===== config.mk =====
export PLATFORM = sky130hd
export DESIGN_NAME = uart_decode_from_pulse_widths
export DESIGN_NICKNAME = d
export VERILOG_FILES = /design/src/udpw_pkg.sv /design/src/udpw_ctrl.sv /design/src/udpw_dpath.sv /design/src/uart_decode_from_pulse_widths.sv
export SDC_FILE = /design/constraint.sdc
export NUM_CORES = 2
export LEC_CHECK = 0
export ABC_CLOCK_PERIOD_IN_PS = 17600
export BUFFER_PORTS_ARGS = -buffer_cell sky130_fd_sc_hd__buf_2
export CORE_MARGIN = 1
export CORE_UTILIZATION = 60
export CTS_CLUSTER_DIAMETER = 30
export DETAILED_ROUTE_END_ITERATION = 8
export PLACE_DENSITY = 0.76
export SLEW_MARGIN = 20
export SYNTH_ARGS = -nofsm -noshare
export SYNTH_HDL_FRONTEND = slang
export SYNTH_SLANG_ARGS = --single-unit

===== constraint.sdc =====
create_clock -name clk -period 17.6 [get_ports clk]
set_clock_uncertainty 0.05 [all_clocks]
set_input_delay 1.76 -clock clk [delete_from_list [all_inputs] [get_ports clk]]
set_output_delay 1.76 -clock clk [all_outputs]
set_load 0.05 [all_outputs]

===== src/udpw_pkg.sv =====
package udpw_pkg;

  // One captured pulse symbol, as it arrives on the input channel.
  typedef struct packed {
    logic        first_level;
    logic [14:0] first_duration;
    logic        second_level;
    logic [14:0] second_duration;
    logic        last_symbol;
  } udpw_in_t;

  // One decoded result.
  typedef struct packed {
    logic [7:0] byte_value;
    logic       has_byte;
    logic       last_byte;
  } udpw_out_t;

  // Configuration register indexes.
  localparam logic REG_BIT_TIME  = 1'b0;
  localparam logic REG_MAX_BYTES = 1'b1;

  // Timing and limit constants of the 8N1 decode.
  localparam int unsigned IDLE_US     = 3000;
  localparam int unsigned STOP_FACTOR = 19;
  localparam int unsigned FRAME_BITS  = 10;
  localparam int unsigned OUT_LIMIT   = 64;
  localparam int unsigned STOP_INDEX  = 8;

  // Commands from the controller to the datapath.
  typedef struct packed {
    logic load_first;
    logic load_second;
    logic append;
    logic scan_rd;
    logic scan_skip;
    logic edge_take;
    logic samp_rd;
    logic samp_hit;
    logic samp_adv;
    logic frame_ok;
    logic frame_drop;
    logic push_mid;
    logic push_final;
  } udpw_cmd_t;

  // Status from the datapath to the controller.
  typedef struct packed {
    logic last_hold;
    logic scan_done;
    logic edge_found;
    logic s_in;
    logic at_end;
    logic k_stop;
    logic stop_high;
    logic pend_valid;
    logic out_free;
  } udpw_stat_t;

endpackage


===== src/udpw_ctrl.sv =====
module udpw_ctrl (
  input  logic                clk,
  input  logic                rst_n,
  input  logic                in_valid,
  output logic                in_stall,
  input  udpw_pkg::udpw_stat_t st,
  output udpw_pkg::udpw_cmd_t  cmd
);
  import udpw_pkg::*;

  typedef enum logic [8:0] {
    S_IDLE     = 9'b000000001,
    S_SEG2     = 9'b000000010,
    S_APPEND   = 9'b000000100,
    S_SCAN_RD  = 9'b000001000,
    S_SCAN_CHK = 9'b000010000,
    S_SAMP_RD  = 9'b000100000,
    S_SAMP_CHK = 9'b001000000,
    S_EMIT     = 9'b010000000,
    S_FINISH   = 9'b100000000
  } state_t;

  state_t state_r, state_nxt;

  // Input is taken only between bursts and between symbols.
  assign in_stall = (state_r != S_IDLE);

  // Next state and command decode.
  always_comb begin
    state_nxt = state_r;
    cmd       = '0;
    unique case (state_r)
      S_IDLE: begin
        if (in_valid) begin
          cmd.load_first = 1'b1;
          state_nxt      = S_SEG2;
        end
      end
      S_SEG2: begin
        cmd.load_second = 1'b1;
        state_nxt       = st.last_hold ? S_APPEND : S_IDLE;
      end
      S_APPEND: begin
        cmd.append = 1'b1;
        state_nxt  = S_SCAN_RD;
      end
      S_SCAN_RD: begin
        if (st.scan_done) begin
          state_nxt = S_FINISH;
        end else begin
          cmd.scan_rd = 1'b1;
          state_nxt   = S_SCAN_CHK;
        end
      end
      S_SCAN_CHK: begin
        if (st.edge_found) begin
          cmd.edge_take = 1'b1;
          state_nxt     = S_SAMP_RD;
        end else begin
          cmd.scan_skip = 1'b1;
          state_nxt     = S_SCAN_RD;
        end
      end
      S_SAMP_RD: begin
        cmd.samp_rd = 1'b1;
        state_nxt   = S_SAMP_CHK;
      end
      S_SAMP_CHK: begin
        if (st.s_in) begin
          if (!st.k_stop) begin
            cmd.samp_hit = 1'b1;
            state_nxt    = S_SAMP_RD;
          end else if (st.stop_high) begin
            cmd.frame_ok = 1'b1;
            state_nxt    = st.pend_valid ? S_EMIT : S_SCAN_RD;
          end else begin
            cmd.frame_drop = 1'b1;
            state_nxt      = S_SCAN_RD;
          end
        end else if (st.at_end) begin
          cmd.frame_drop = 1'b1;
          state_nxt      = S_SCAN_RD;
        end else begin
          cmd.samp_adv = 1'b1;
          state_nxt    = S_SAMP_RD;
        end
      end
      S_EMIT: begin
        if (st.out_free) begin
          cmd.push_mid = 1'b1;
          state_nxt    = S_SCAN_RD;
        end
      end
      S_FINISH: begin
        if (st.out_free) begin
          cmd.push_final = 1'b1;
          state_nxt      = S_IDLE;
        end
      end
      default: state_nxt = S_IDLE;
    endcase
  end

  always_ff @(posedge clk) begin
    if (!rst_n) begin
      state_r <= S_IDLE;
    end else begin
      state_r <= state_nxt;
    end
  end

endmodule


===== src/udpw_dpath.sv =====
module udpw_dpath #(
  parameter int SYMBOLS = 64
) (
  input  logic                clk,
  input  logic                rst_n,
  input  udpw_pkg::udpw_in_t  in_data,
  input  logic                cfg_we,
  input  logic                cfg_addr,
  input  logic [15:0]         cfg_wdata,
  input  logic                out_stall,
  output logic                out_valid,
  output udpw_pkg::udpw_out_t out_data,
  input  udpw_pkg::udpw_cmd_t  cmd,
  output udpw_pkg::udpw_stat_t st
);
  import udpw_pkg::*;

  localparam int DEPTH = 2 * SYMBOLS;
  localparam int AW    = $clog2(DEPTH);
  localparam int CW    = $clog2(DEPTH + 1);
  localparam int KW    = $clog2(SYMBOLS + 1);
  localparam int TW    = $clog2(DEPTH * 32767 + IDLE_US + 1);
  localparam int SW    = ((TW > 20) ? TW : 20) + 1;
  localparam int MW    = TW + 1;

  // Configuration registers.
  logic [15:0] bit_r;
  logic [6:0]  max_bytes_r;

  always_ff @(posedge clk) begin
    if (!rst_n) begin
      bit_r       <= 16'd104;
      max_bytes_r <= 7'd64;
    end else if (cfg_we) begin
      unique case (cfg_addr)
        REG_BIT_TIME:  bit_r       <= cfg_wdata;
        REG_MAX_BYTES: max_bytes_r <= cfg_wdata[6:0];
        default: ;
      endcase
    end
  end

  // Burst loading state.
  logic [CW-1:0] total_r;
  logic [KW-1:0] taken_r;
  logic [TW-1:0] cursor_r;
  logic          take_r;
  logic          last_r;
  logic          sec_lvl_r;
  logic [14:0]   sec_dur_r;

  // Scan and sampling state.
  logic [TW-1:0] line_end_r;
  logic [CW-1:0] i_r;
  logic [CW-1:0] j_r;
  logic [6:0]    count_r;
  logic [SW-1:0] not_before_r;
  logic          prev_r;
  logic [TW-1:0] t_r;
  logic          jlvl_r;
  logic [3:0]    k_r;
  logic [7:0]    val_r;
  logic [SW-1:0] s_r;
  logic [7:0]    pend_r;
  logic          pend_valid_r;

  // Output register.
  logic          out_valid_r;
  udpw_out_t     out_r;

  // Segment memory: level in the top bit, start time below.
  logic [MW-1:0] seg_mem [DEPTH];
  logic [MW-1:0] rd_data_r;
  logic          rd_en;
  logic [AW-1:0] rd_addr;
  logic          wr_en;
  logic [AW-1:0] wr_addr;
  logic [MW-1:0] wr_data;

  logic          take;
  logic          room;
  logic          add_ok;
  logic          add_lvl;
  logic [14:0]   add_dur;
  logic          add_en;
  logic          rd_lvl;
  logic [TW-1:0] rd_start;
  logic [6:0]    limit;
  logic [4:0]    factor;
  logic [20:0]   prod;
  logic [TW-1:0] seg_end;
  logic          out_free;

  assign take     = (taken_r < KW'(SYMBOLS));
  assign room     = (total_r < CW'(DEPTH));
  assign rd_lvl   = rd_data_r[MW-1];
  assign rd_start = rd_data_r[TW-1:0];
  assign limit    = (max_bytes_r > 7'(OUT_LIMIT)) ? 7'(OUT_LIMIT) : max_bytes_r;
  assign out_free = !out_valid_r || !out_stall;

  // Segment to add: the first half straight from the port, the second from the hold.
  always_comb begin
    add_ok  = 1'b0;
    add_lvl = 1'b0;
    add_dur = '0;
    if (cmd.load_first) begin
      add_ok  = take;
      add_lvl = in_data.first_level;
      add_dur = in_data.first_duration;
    end else if (cmd.load_second) begin
      add_ok  = take_r;
      add_lvl = sec_lvl_r;
      add_dur = sec_dur_r;
    end
  end

  assign add_en  = add_ok && (add_dur != '0) && room;
  assign wr_en   = add_en || (cmd.append && room);
  assign wr_addr = total_r[AW-1:0];
  assign wr_data = {(cmd.append ? 1'b1 : add_lvl), cursor_r};

  // Read address: the scanned segment, or the one after the sampling pointer.
  assign rd_en   = cmd.scan_rd || cmd.samp_rd;
  assign rd_addr = cmd.scan_rd ? i_r[AW-1:0] : AW'(j_r + CW'(1));

  always_ff @(posedge clk) begin
    if (wr_en) begin
      seg_mem[wr_addr] <= wr_data;
    end
    if (rd_en) begin
      rd_data_r <= seg_mem[rd_addr];
    end
  end

  // Sample offset: floor(factor * bit / 2), factor 3 + 2k for data, 19 for stop.
  assign factor = (k_r == 4'(STOP_INDEX)) ? 5'(STOP_FACTOR) : {k_r[2:0], 1'b1} + 5'd2;
  assign prod   = 21'(factor) * 21'(bit_r);

  // End of the segment under the sampling pointer.
  assign seg_end = st.at_end ? line_end_r : rd_start;

  assign st.last_hold  = last_r;
  assign st.scan_done  = (i_r >= total_r) || (count_r >= limit);
  assign st.edge_found = !rd_lvl && prev_r && (SW'(rd_start) >= not_before_r);
  assign st.at_end     = ((j_r + CW'(1)) == total_r);
  assign st.s_in       = (s_r < SW'(seg_end));
  assign st.k_stop     = (k_r == 4'(STOP_INDEX));
  assign st.stop_high  = jlvl_r;
  assign st.pend_valid = pend_valid_r;
  assign st.out_free   = out_free;

  // Control registers of the burst and the output.
  always_ff @(posedge clk) begin
    if (!rst_n) begin
      total_r      <= '0;
      taken_r      <= '0;
      cursor_r     <= '0;
      pend_valid_r <= 1'b0;
      out_valid_r  <= 1'b0;
    end else begin
      if (add_en) begin
        total_r  <= total_r + CW'(1);
        cursor_r <= cursor_r + TW'(add_dur);
      end
      if (cmd.append && room) begin
        total_r <= total_r + CW'(1);
      end
      if (cmd.load_first && take) begin
        taken_r <= taken_r + KW'(1);
      end
      if (cmd.frame_ok) begin
        pend_valid_r <= 1'b1;
      end
      if (cmd.push_mid || cmd.push_final) begin
        out_valid_r <= 1'b1;
      end else if (!out_stall) begin
        out_valid_r <= 1'b0;
      end
      if (cmd.push_final) begin
        pend_valid_r <= 1'b0;
        total_r      <= '0;
        taken_r      <= '0;
        cursor_r     <= '0;
      end
    end
  end

  // Datapath registers of the decode walk.
  always_ff @(posedge clk) begin
    if (cmd.load_first) begin
      take_r    <= take;
      last_r    <= in_data.last_symbol;
      sec_lvl_r <= in_data.second_level;
      sec_dur_r <= in_data.second_duration;
    end
    if (cmd.append) begin
      line_end_r   <= room ? cursor_r + TW'(IDLE_US) : cursor_r;
      i_r          <= '0;
      count_r      <= '0;
      not_before_r <= '0;
      prev_r       <= 1'b1;
    end
    if (cmd.scan_skip) begin
      prev_r <= rd_lvl;
      i_r    <= i_r + CW'(1);
    end
    if (cmd.edge_take) begin
      prev_r <= rd_lvl;
      t_r    <= rd_start;
      j_r    <= i_r;
      jlvl_r <= rd_lvl;
      k_r    <= '0;
      val_r  <= '0;
    end
    if (cmd.samp_rd) begin
      s_r <= SW'(t_r) + SW'(prod[20:1]);
    end
    if (cmd.samp_hit) begin
      val_r[k_r[2:0]] <= jlvl_r;
      k_r             <= k_r + 4'd1;
    end
    if (cmd.samp_adv) begin
      j_r    <= j_r + CW'(1);
      jlvl_r <= rd_lvl;
    end
    if (cmd.frame_drop) begin
      i_r <= i_r + CW'(1);
    end
    if (cmd.frame_ok) begin
      i_r          <= i_r + CW'(1);
      count_r      <= count_r + 7'd1;
      not_before_r <= SW'(t_r) + SW'(bit_r) * SW'(FRAME_BITS);
      if (!pend_valid_r) begin
        pend_r <= val_r;
      end
    end
    if (cmd.push_mid) begin
      out_r  <= '{byte_value: pend_r, has_byte: 1'b1, last_byte: 1'b0};
      pend_r <= val_r;
    end
    if (cmd.push_final) begin
      if (pend_valid_r) begin
        out_r <= '{byte_value: pend_r, has_byte: 1'b1, last_byte: 1'b1};
      end else begin
        out_r <= '{byte_value: 8'd0, has_byte: 1'b0, last_byte: 1'b1};
      end
    end
  end

  assign out_valid = out_valid_r;
  assign out_data  = out_r;

endmodule


===== src/uart_decode_from_pulse_widths.sv =====
// UART 8N1 receiver that works from captured pulse durations.
// Input channel (in_valid/in_stall/in_data): one pulse symbol per transaction,
// two level/duration halves in microseconds; zero-length halves are skipped.
// Each symbol is loaded into the segment memory one half per cycle (the
// memory has a single write port). A symbol with last_symbol set starts
// the decode of the burst.
// Decode walks the segment memory through its single registered read port:
// it appends the idle segment when the memory has room, scans the segments
// for start edges, reads and checks each sample step and each segment
// boundary crossed inside a frame, and hands each result to the output register.
// Results leave on out_valid/out_stall/out_data, one per transaction, the
// final one marked by last_byte; an empty burst gives one result with
// has_byte low. in_stall is high while a symbol is loaded or a burst is
// decoded. When the receiver stalls, the result holds in the output
// register and the decode waits at the next byte. Configuration
// (cfg_we/cfg_addr/cfg_wdata) is to be written only while idle; the block
// does not enforce it. Reset restores bit time 104 us and max_bytes 64 and
// empties the burst; the segment memory needs no clearing.
module uart_decode_from_pulse_widths #(
  parameter int SYMBOLS = 64
) (
  input  logic                clk,
  input  logic                rst_n,
  input  logic                in_valid,
  output logic                in_stall,
  input  udpw_pkg::udpw_in_t  in_data,
  output logic                out_valid,
  input  logic                out_stall,
  output udpw_pkg::udpw_out_t out_data,
  input  logic                cfg_we,
  input  logic                cfg_addr,
  input  logic [15:0]         cfg_wdata
);
  import udpw_pkg::*;

  udpw_cmd_t  cmd;
  udpw_stat_t st;

  // Sequencer.
  udpw_ctrl u_ctrl (
    .clk      (clk),
    .rst_n    (rst_n),
    .in_valid (in_valid),
    .in_stall (in_stall),
    .st       (st),
    .cmd      (cmd)
  );

  // Segment store, sampling arithmetic and output register.
  udpw_dpath #(
    .SYMBOLS (SYMBOLS)
  ) u_dpath (
    .clk       (clk),
    .rst_n     (rst_n),
    .in_data   (in_data),
    .cfg_we    (cfg_we),
    .cfg_addr  (cfg_addr),
    .cfg_wdata (cfg_wdata),
    .out_stall (out_stall),
    .out_valid (out_valid),
    .out_data  (out_data),
    .cmd       (cmd),
    .st        (st)
  );

`ifndef SYNTHESIS
  // Once a symbol is taken, in_stall goes high before another can be taken.
  a_load_busy: assert property (@(posedge clk) disable iff (!rst_n)
    in_valid && !in_stall |=> in_stall)
    else $error("input taken on consecutive cycles");

  // An empty result is always the final one of its burst.
  a_empty_last: assert property (@(posedge clk) disable iff (!rst_n)
    out_valid && !out_data.has_byte |-> out_data.last_byte)
    else $error("empty result not marked last");

  // An empty result carries a zero byte.
  a_empty_zero: assert property (@(posedge clk) disable iff (!rst_n)
    out_valid && !out_data.has_byte |-> out_data.byte_value == 8'd0)
    else $error("empty result with nonzero byte");

  // No new results come out while the decoder waits for a symbol.
  a_idle_quiet: assert property (@(posedge clk) disable iff (!rst_n)
    !in_stall && !out_valid |=> !out_valid)
    else $error("result appeared while idle");
`endif

endmodule


== Word level (Yosys, flattened, before mapping) ==
Memories as Yosys holds them, arrays and structs flattened. A register that Yosys moved wholly into a read port is not among the register bits.
Index checks and enable logic that the tools add are counted.
W data, S select, Z words.

* Magnitude comparators: 9
* $add $sub $neg: 11
* Reduce and logical (&&, ||, !) cells: 29
* Equal/unequal tests: 17
* Multipliers: 2
* Bitwise logic cells: 2
* Multiplexer cells: 82

{| class="wikitable"
|+ Operators with widths
! kind !! count
|-
| $mux W8 || 14
|-
| $pmux W9 S9 || 1
|-
| $mux W9 || 7
|-
| $add A23 B20 Y24 || 2
|-
| $mux W24 || 2
|-
| $mux W23 || 2
|-
| $mux W1 || 36
|-
| $mux W10 || 3
|-
| $mux W15 || 2
|-
| $mux W7 || 4
|-
| $add A8 B1 Y8 const B || 3
|-
| $ge A23 B24 Y1 || 1
|-
| $lt A24 B23 Y1 || 1
|-
| $add A23 B12 Y23 const B || 1
|-
| $add A23 B15 Y23 || 1
|-
| $mul A5 B16 Y21 || 1
|-
| $mul A16 B3 Y19 const B || 1
|-
| $reduce_bool A15 Y1 || 1
|-
| $add A7 B1 Y7 const B || 2
|-
| $mux W4 || 3
|-
| $mux W6 || 2
|-
| $reduce_bool A2 Y1 || 6
|-
| $eq A9 B1 Y1 const B || 1
|-
| $eq A9 B2 Y1 const B || 1
|-
| 35 further kinds || 54
|}

* RAM bits: 3072
* Flip-flop bits (word level): 239
* Memories: 1
* Logic and storage cells: 180

{| class="wikitable"
|+ Memory list
! memory !! depth !! width !! rd ports !! clocked after memory_dff !! wr ports !! line !! source
|-
| u_dpath.seg_mem || 128 || 24 || 1 || 1 || 1 || udpw_dpath.sv:72 || <nowiki>logic [MW-1:0] seg_mem [DEPTH];</nowiki>
|}

== Depth between registers and ports, before layout ==
* Depth after elaboration: 10
* Depth in mapped cells: 32
* Depth with buffers taken out: 29

== Cells and area by module ==
Synthesis repeated with hierarchy kept, for this count alone.

* Cells, all modules: 9501
* Area total of the unflattened synthesis: 140701.2 um^2

{| class="wikitable"
|+ Modules (own cells, without submodules)
! module !! instances !! cells each !! area each (um^2)
|-
| udpw_dpath || 1 || 9414 || 140048.1
|-
| udpw_ctrl || 1 || 87 || 653.1
|}

== Worst setup path before layout ==
No wires, ideal clock.

* Path type: register to register
* Start: register u_dpath.k_r[0]
* End: register u_dpath.s_r[22] (data pin)
* Arrival time: 6.442 ns
* Setup slack: 10.840 ns
* Cell stages (with the launch flop): 31
* Period minus slack after synthesis: 6.760 ns
* Path through: edfxtp_1 clkbuf_1 inv_1 ha_1 nand2_1 or2_2 clkbuf_1 clkbuf_1 clkbuf_1 a21oi_1 fa_1 fa_1 inv_1 fa_1 inv_1 ha_1 nand2_1 o21ai_0 o41ai_1 nor2b_1 o21a_1 nor2_1 xnor2_1 ha_1 and3_1 a311oi_1 o21ai_0 a21o_1 a41oi_1 a211oi_1 xor2_1

* Longest elaborated chain between the ends: 4

{| class="wikitable"
|+ Ends and longest elaborated chain
! item !! line !! source
|-
| start, declared || udpw_dpath.sv:61 || <nowiki>logic [3:0] k_r;</nowiki>
|-
| start signal, assigned || udpw_dpath.sv:220 || <nowiki>k_r <= k_r + 4'd1;</nowiki>
|-
| $add A4 B2 Y5 / $eq A4 B4 Y1 (equally long branches) || udpw_dpath.sv:136 || <nowiki>assign factor = (k_r == 4'(STOP_INDEX)) ? 5'(STOP_FACTOR) : {k_r[2:0], 1'b1} + 5'd2;</nowiki>
|-
| $mux W5 * || udpw_dpath.sv:136 ||
|-
| $mul A5 B16 Y21 * || udpw_dpath.sv:137 || <nowiki>assign prod = 21'(factor) * 21'(bit_r);</nowiki>
|-
| $add A23 B20 Y24 * || udpw_dpath.sv:216 || <nowiki>s_r <= SW'(t_r) + SW'(prod[20:1]);</nowiki>
|-
| end signal, assigned || udpw_dpath.sv:216 ||
|-
| end, declared || udpw_dpath.sv:63 || <nowiki>logic [SW-1:0] s_r;</nowiki>
|}

Mark *: on every way between the ends. The rest lies on a longest branch, timed or not.
A chain may end at the register's enable or synchronous reset.

== Worst setup path after layout ==
* Start: register u_dpath.total_r[2]
* End: register u_dpath.rd_data_r[13] (read register of u_dpath.seg_mem) (data pin)

* Longest elaborated chain between the ends: 5

{| class="wikitable"
|+ Ends and longest elaborated chain
! item !! line !! source
|-
| start, declared || udpw_dpath.sv:44 || <nowiki>logic [CW-1:0] total_r;</nowiki>
|-
| start signal, assigned || udpw_dpath.sv:162 || <nowiki>total_r <= total_r + CW'(1);</nowiki>
|-
| start signal, assigned || udpw_dpath.sv:166 || <nowiki>total_r <= total_r + CW'(1);</nowiki>
|-
| $ge A8 B8 Y1 * || udpw_dpath.sv:143 || <nowiki>assign st.scan_done = (i_r >= total_r) || (count_r >= limit);</nowiki>
|-
| $logic_or A1 B1 Y1 * || udpw_dpath.sv:143 ||
|-
| $mux W1 * || udpw_ctrl.sv:48 || <nowiki>if (st.scan_done) begin</nowiki>
|-
| $mux W1 * || udpw_ctrl.sv:32 || <nowiki>unique case (state_r)</nowiki>
|-
| $mux W7 / $logic_or A1 B1 Y1 (equally long branches) || udpw_dpath.sv:124, udpw_dpath.sv:123 ||
|-
| end, declared || udpw_dpath.sv:73 || <nowiki>logic [MW-1:0] rd_data_r;</nowiki>
|}

Marked as above.

==> flow_summary.json <==
{
  "die_y_um": 481,
  "grt_overflow": 0,
  "rr_worst_depth": 16,
  "synth.most_common_cell": "edfxtp_1",
  "cts_setup_buffers": 0,
  "crit_required_ns": 18.33,
  "grt_pass1_wl_um": 605000,
  "tns_ns": 0,
  "cp-end-kind": "flop",
  "clkSinkCount": 3335,
  "antenna_found_initial": 39,
  "syn_area_per_cell_um2": 14.2,
  "async_reset_ff_share_pct": 0,
  "ys_seq_area_share_pct": 72.1,
  "power_density_nw_per_um2": 125,
  "rows": 175,
  "hold_buffers": 0,
  "routed_wl_um": 424000,
  "path_clk_slew_ns": 0.05,
  "grt_pass1_vias": 91077,
  "synthTopCellsByArea": "edfxtp_1, nand2_1, mux2i_1",
  "hold_depth": 0,
  "grt_max_degree": 163,
  "final_antenna_net_count": 0,
  "yosysWarnings": 0,
  "cts_max_level": 6,
  "max_freq_mhz": 116,
  "post-place-ws_ns": 9.37,
  "period_share_pct": 49.1,
  "synth_nets": 10019,
  "place_congestion": 0.955,
  "report.final.slew_viol_count": 0,
  "synthTopCellsByCount": "edfxtp_1, nand2_1, nand3_1",
  "critPathLaunchType": "flop",
  "place_hpwl_um": 227000,
  "peakVddDrop_uv": 105,
  "wire_per_inst_um": 31.5,
  "clock_latency_ns": 0.98,
  "hold_start": "u_dpath.val_r[3]",
  "power_leakage_nw": 57.0,
  "fillers": 13659,
  "drive_above_1_share_pct": 14.0,
  "tightest_slew_ns": 1.30,
  "port_buffers": 66,
  "instances_no_fill": 13478,
  "ios": 67,
  "crit_fanout": 148,
  "yosys.area.top_type_share_pct": 70.9,
  "holdPathEnd": "u_dpath.pend_r[3]",
  "r2r-start": "u_dpath.total_r[2]",
  "syn_area_um2": 138000,
  "final_core_util_pct": 70.7,
  "hold_viol_final": 0,
  "ys_types": 80,
  "syn_to_final_growth_pct": 16.9,
  "rsz0062_at_grt": "no",
  "fin_nets": 10277,
  "dominantRegCellSynth": "edfxtp_1",
  "synth-edff-count": 3255,
  "setup_ws_ns": 8.96,
  "cp.arrival_ns": 9.37,
  "dp_cells": 12436,
  "track_usage_pct": 36.2,
  "die_w_um": 481,
  "min_period_ns": 8.64,
  "syn_inst": 9736,
  "ys_seq_elements": 3335,
  "regArea_um2": 99400,
  "cts_tree": "built",
  "synth_area_leader_cell": "edfxtp_1",
  "via_per_inst": 6.90,
  "relSlewSlack_pct": 12.2,
  "vias": 93014,
  "cts-buffers-inserted": 560,
  "cap_violations": 0,
  "critPathKind": "reg2reg",
  "outcome": "finished clean",
  "cts_resized": 0,
  "ff2ff_setup_slack_ns": 8.96,
  "r2r_end": "u_dpath.rd_data_r[13]",
  "drt_iter0_drc": 15441,
  "hold_class": "reg2reg",
  "core_area_um2": 228000,
  "cts-root-buf": "clkbuf_16",
  "drtPass1Iterations": 9,
  "drc": 0,
  "die_area_um2": 232000,
  "final-setup-viol-count": 0,
  "clockBufferDepth": 4,
  "start_util_pct": 60.5,
  "multi_input_area_um2": 35900
}
==> registers in the layout (all words and copies together) (netlist names), 7 cells and up <==
name and flops:
u_dpath.i_r 8, u_dpath.seg_mem 3072, u_dpath.taken_r 7, u_dpath.cursor_r 23, u_dpath.val_r 8, u_dpath.not_before_r 24
u_dpath.t_r 23, u_dpath.pend_r 8, u_ctrl.state_r 9, u_dpath.s_r 24, u_dpath.sec_dur_r 15, u_dpath.out_data 10
u_dpath.bit_r 16, u_dpath.j_r 8, u_dpath.count_r 7, u_dpath.rd_data_r 24, u_dpath.total_r 8, u_dpath.max_bytes_r 7
u_dpath.line_end_r 23
==> layer usage <==
layer	part of all wire, %	GRT usage [%]	vias up
met2	45	54.6	7747
met1	34	47.0	45620
li1	-	-	38139
met4	6.3	21.4	22
met5	0.034	0	-
met3	15	10.2	1486
==> critical path, stage by stage, from the launching register on <==
cell and delay (ns):
dfxtp_1 0.47, clkinv_1 0.29, ha_1 0.37, a211oi_1 0.23
o21ai_0 0.21, a32oi_2 0.35, a31o_4 0.83, and2_4 0.68
buf_4 0.77, buf_12 0.65, buf_4 0.76, buf_12 0.63
nand2_1 0.16, a311oi_1 0.29, a31oi_1 0.13, a22oi_1 0.91
and4_1 0.33
==> where the power goes <==
part | switching, mW | internal, mW
sequential | 0.0815 | 8.76
combinational | 0.250 | 0.0966
clock | 3.83 | 7.11
total | 4.16 | 16.0
==> worst max-delay path by stage <==
| stage | depth (start not counted) | to | start |
|---|---|---|---|
| after global routing | 16 | u_dpath.rd_data_r[11] | u_dpath.total_r[2] |
| after global placement | 16 | u_dpath.rd_data_r[12] | u_dpath.total_r[2] |
| after CTS | 16 | u_dpath.rd_data_r[11] | u_dpath.total_r[2] |
| after floorplan | 30 | u_dpath.s_r[22] | u_dpath.k_r[0] |
| after detailed placement | 16 | u_dpath.rd_data_r[11] | u_dpath.total_r[2] |
| final | 16 | u_dpath.rd_data_r[13] | u_dpath.total_r[2] |
==> layout make-up <==
class | instances | area share (%)
sequential | 3335 | 61.7
multi-input combinational | 5607 | 22.2
clock buffer | 639 | 9.19
clock inverter | 361 | 2.51
tap | 3009 | 2.34
timing repair buffer | 334 | 1.60
inverter | 156 | 0.363
antenna | 37 | 0.0574
==> logic make-up (layout without fill, tap and decap cells) <==
kind of cell | Yosys count | count (layout) | share of synthesized area (%)
flops | 3335 | 3335 | 72.1
xor+xnor | 129 | 129 | 0.830
buf+inv | 794 | 1490 | 2.52
compound gates | 1475 | 1475 | 8.06
fa+ha+maj | 229 | 229 | 2.33
other cells | 0 | 37 | 0
mux | 453 | 453 | 3.30
simple gates | 3321 | 3321 | 10.9
==> layout by cell type, fill, tap and decap left out, drive strengths merged, types with 13 or more instances in the layout <==
cell type  netlist  routed
ha             182     182
clkinvlp         0      51
and4            17      17
and2            17      17
nand4           26      26
clkinv           4     202
nor4           107     107
nand3          455     455
o221ai         193     193
a22o            15      15
or4             15      15
mux2i          443     443
and3           416     416
a21o            24      24
nand2b          16      16
nor2b           40      40
fa              46      46
a22oi           33      33
a211oi         333     333
clkbuf         320     639
dfxtp           80      80
or3             16      16
diode            0      37
inv            152     193
xnor2           87      87
xor2            41      41
nand2         1814    1814
a311oi         371     371
edfxtp        3255    3255
o21ai           59      59
a21oi          151     151
nor2           315     315
bufinv           0      71
nor3            45      45
o21a            13      13
a31oi          203     203
buf            318     334
==> through the flow <==
step	total power, mW	hold WS (ns)	cell area [um^2]
2_1_floorplan	9.17	0.358	138000
3_3_place_gp	9.31	0.363	142000
3_5_place_dp	9.33	0.366	142000
4_1_cts	20.1	0.376	161000
5_1_grt	20.5	0.385	161000
6_report	20.1	0.374	161000
No activity file was read; power rests on OpenSTA's default activity.
